[src/rtl/mvt_pkg.sv]
`default_nettype none
package mvt_pkg;

  localparam int unsigned DATA_W     = 32;
  localparam int unsigned PROD_W     = 2 * DATA_W;
  localparam int unsigned SUM_W      = PROD_W + 2;
  localparam int unsigned DIM        = 4;
  localparam int unsigned NUM_REGS   = 8;
  localparam int unsigned CFG_IDX_W  = 3;
  localparam int unsigned CFG_DATA_W = 64;
  localparam int unsigned LATENCY    = 5;

  typedef logic signed [DATA_W-1:0] q_t;
  typedef q_t [DIM-1:0] vec_t;
  typedef vec_t [DIM-1:0] mat_t;
  typedef logic [CFG_DATA_W-1:0] cfg_word_t;

  localparam q_t Q_MAX = {1'b0, {(DATA_W-1){1'b1}}};
  localparam q_t Q_MIN = {1'b1, {(DATA_W-1){1'b0}}};

endpackage
`default_nettype wire

[src/rtl/mvt_matrix_regs.sv]
`default_nettype none
module mvt_matrix_regs
  import mvt_pkg::*;
#(
  parameter int unsigned FRAC_BITS = 16
) (
  input  wire logic                 clk,
  input  wire logic                 rst,
  input  wire logic                 cfg_we,
  input  wire logic [CFG_IDX_W-1:0] cfg_index,
  input  wire cfg_word_t            cfg_data,
  output mat_t                      mat
);

  localparam logic [DATA_W-1:0] ONE = DATA_W'(1) << FRAC_BITS;

  cfg_word_t regs [NUM_REGS];

  always_ff @(posedge clk) begin
    if (rst) begin
      for (int k = 0; k < NUM_REGS; k++) begin
        regs[k] <= {(2 * (k % 2) + 1 == k / 2) ? ONE : {DATA_W{1'b0}},
                    (2 * (k % 2) == k / 2) ? ONE : {DATA_W{1'b0}}};
      end
    end else if (cfg_we) begin
      regs[cfg_index] <= cfg_data;
    end
  end

  for (genvar r = 0; r < DIM; r++) begin : g_row
    for (genvar c = 0; c < DIM; c++) begin : g_col
      assign mat[r][c] = q_t'(regs[2 * r + c / 2][DATA_W * (c % 2) +: DATA_W]);
    end
  end

  // identity right after reset
  a_reset_identity: assert property (@(posedge clk)
    $past(rst) && !rst |-> (mat[0][0] == q_t'(ONE)) && (mat[1][1] == q_t'(ONE)) &&
                   (mat[2][2] == q_t'(ONE)) && (mat[3][3] == q_t'(ONE)) &&
                   (mat[0][1] == '0) && (mat[3][2] == '0))
    else $error("matrix not identity after reset");

endmodule
`default_nettype wire

[config.mk]
export PLATFORM = sky130hd
export DESIGN_NAME = mvt_matrix_regs
export DESIGN_NICKNAME = d
export VERILOG_FILES = /design/src/rtl/mvt_pkg.sv /design/src/rtl/mvt_matrix_regs.sv
export SDC_FILE = /design/constraint.sdc
export NUM_CORES = 1
export LEC_CHECK = 0
export ABC_CLOCK_PERIOD_IN_PS = 6600
export BUFFER_PORTS_ARGS = -buffer_cell sky130_fd_sc_hd__buf_2
export CAP_MARGIN = 20
export CORE_AREA = 2 2 226 228
export CTS_BUF_LIST = sky130_fd_sc_hd__clkbuf_8 sky130_fd_sc_hd__clkbuf_16
export DETAILED_ROUTE_END_ITERATION = 16
export DIE_AREA = 0 0 228 230
export PLACE_DENSITY_LB_ADDON = 0.05
export SYNTH_ARGS = -nofsm -noshare
export SYNTH_HDL_FRONTEND = slang
export SYNTH_SLANG_ARGS = --single-unit
[constraint.sdc]
create_clock -name clk -period 6.6 [get_ports clk]
set_clock_uncertainty 0.2 [all_clocks]
set_input_delay 0 -clock clk [delete_from_list [all_inputs] [get_ports clk]]
set_output_delay 0 -clock clk [all_outputs]
set_load 0.02 [all_outputs]
==> qor.yml <==
status: "finished, final reports clean"
core_um2: 49900
ir_drop_v: 0.000244
drive_above_1_share: 0.366
sw_frac_of_total: 0.262
antenna_found_initial: 2
initial_core_util: 0.384
grt_pass1_vias: 13000
clock_path_buffers: 3
yosysTopAreaCellShare: 0.804
synth_warnings: 0
max_slew.worst_pin.slew_ns: 1.14
relSlewSlack: 0.239
first_iter_violations: 1041
crit_path_frequent_cell: "buf_4"
place_hpwl_um: 43500
syn_to_final_growth_pct: 30.6
wl_per_cell_um: 26.7
crit_chain: "dlygate4sd3_1 > buf_2 > buf_4 > nor3b_4 > buf_4 > buf_4 > nand3b_1"
synth_seq_area_share: 0.804
internal-power_uw: 5600
ys_types: 20
critPathMaxFanout: 112
antenna_left: 0
vias_per_cell: 5.08
final_nets: 1903
worstPathRequired_ns: 6.70
drt_pass1_iterations: 5
reg_top3: "regs (512)"
cts_buffers: 54
endpoint_kind: "flop"
p_clk_frac: 0.373
cp.arrival_ns: 3.26
seqPwrFrac: 0.510
gp_congestion: 0.792
switchingPower_uw: 1990
yosys-top-cells-area: "edfxtp_1 (80%), and3_1 (8.5%), nor2_1 (4.9%)"
setup_viol: 0
cts_sinks: 512
cts_max_level: 2
post_cts_buffers: 0
core.rowCount: 82
cts_tree: "done"
fmaxAchievable_mhz: 317
grt-ovfl-total: 0
critPathLaunchType: "input port"
hold_violations: 0
drcViolationCount: 0
avgSynthCellArea_um2: 15.8
p_leak_uw: 0.0106
syn_nets: 1281
vias: 12900
num_io_pins: 582
clk_pin_slew_ns: 0.06
path_class: "input port to flop"
top_register: "regs"
postSynthCellCount: 1211
wl_um: 68000
post-route-period-util: 0.478
postLayoutCellArea_um2: 25000
grt_pass1_wl_um: 96600
finalMaxSlewViolations: 0
syn-cell-area_um2: 19100
hold_class: "input port to flop"
portBuffers: 581
largest_reg_flops: 512
dieArea_um2: 52400
crit_slowest_cell: "buf_4"
dieHeight_um: 230
placed_cell_area_um2: 22700
chipWidth_um: 228
yosysTopAreaCell: "edfxtp_1"
ys_ff_latch: 512
grt_max_degree: 113
pwr-share-comb: 0.118
cts-root-buf: "clkbuf_16"
cap_violations: 0
critical_path.max_stage_delay_ns: 0.80
period_needed_ns: 3.16
setup_tns_ns: 0
track_usage: 0.254
n_fill_cell: 4470
p_per_area_nw_per_um2: 303
rsz0062_at_grt: "false"
synthesized netlist by cell type:
cell type / number
edfxtp_1: 512
and3_1: 260
nor2_1: 249
nand4b_1: 62
buf_2: 38
clkbuf_1: 35
clkbuf_2: 30
a21o_1: 4
nand3b_1: 4
o21bai_1: 4
buf_4: 2
nand2_1: 2
nand2b_1: 2
and2_1: 1
and2b_1: 1
and3b_1: 1
nor2b_1: 1
nor2b_2: 1
nor3b_2: 1
or2_2: 1
critical path, delay by kind of cell:
family | cells | cell delay [ns]
buffers and inverters | 5 | 2.61
AND/OR/NAND/NOR | 2 | 0.38
power by group through the flow:
stage	sequential [µW]	combinational [µW]	clock, µW
3_5_place_dp	3930	872	0
6_report	3870	891	2830
2_1_floorplan	4220	155	0
4_1_cts	3870	905	2880
5_1_grt	3890	933	3000
3_3_place_gp	3930	870	0
worst paths after layout:
kind	from	end	slack (ns)	cells after the start
setup / recovery	cfg_index[0]	regs[2][48]	3.44	7
hold / removal	cfg_data[17]	regs[0][17]	0.1	3
logic make-up after synthesis:
kind of cell    Yosys count  synth area share
simple gates            586             0.168
flops                   512             0.804
buf+inv                 105            0.0254
compound gates            8           0.00314
area by class of cell:
type | count | area [µm²] | area share
diodes | 1 | 2.50 | 0.000100
clock buffers | 57 | 1430 | 0.0571
clock inverters | 38 | 183 | 0.00731
multi-input cells | 594 | 3390 | 0.136
flip-flops and latches | 512 | 15400 | 0.615
well taps | 672 | 841 | 0.0336
repair buffers | 671 | 3770 | 0.151
routing by layer:
metal / wire, µm / vias up / share of wire / GRT usage
li1: - / 5755 / - / -
met1: 26800 / 6519 / 0.39 / 0.315
met2: 33400 / 543 / 0.49 / 0.423
met3: 5630 / 97 / 0.083 / 0.0799
met4: 2090 / 2 / 0.031 / 0.0844
met5: 7 / - / 0.00010 / 0
repair_timing:
action,4_1_cts,5_1_grt
hold buffers,70,0
hold endpoints to repair,524,0
endpoints found under the setup margin,0,0
gates resized for setup,0,0
through the flow:
step	instances	total power, µW	hold slack, ns	worst slack, ns	utilization
4_1_cts	2544	7660	0.0652	3.56	0.501
5_1_grt	2544	7810	0.0926	3.30	0.501
6_report	2545	7580	0.0974	3.44	0.501
3_5_place_dp	2379	4800	0.175	3.48	0.455
2_1_floorplan	1211	4380	-0.0175	2.45	-
3_3_place_gp	2378	4800	0.178	3.48	0.454
placed cells by master, fill, tap and decap left out, drive strengths merged, types with 2 or more instances in the layout:
master / n
dlygate4sd3: 70
clkinv: 23
nand4b: 62
o21bai: 4
nor2: 249
buf: 601
clkbuf: 57
nor2b: 2
nand3b: 4
nand2b: 2
inv: 13
and3: 260
edfxtp: 512
a21o: 4
nand2: 2
(Power assumes the default switching activity.)
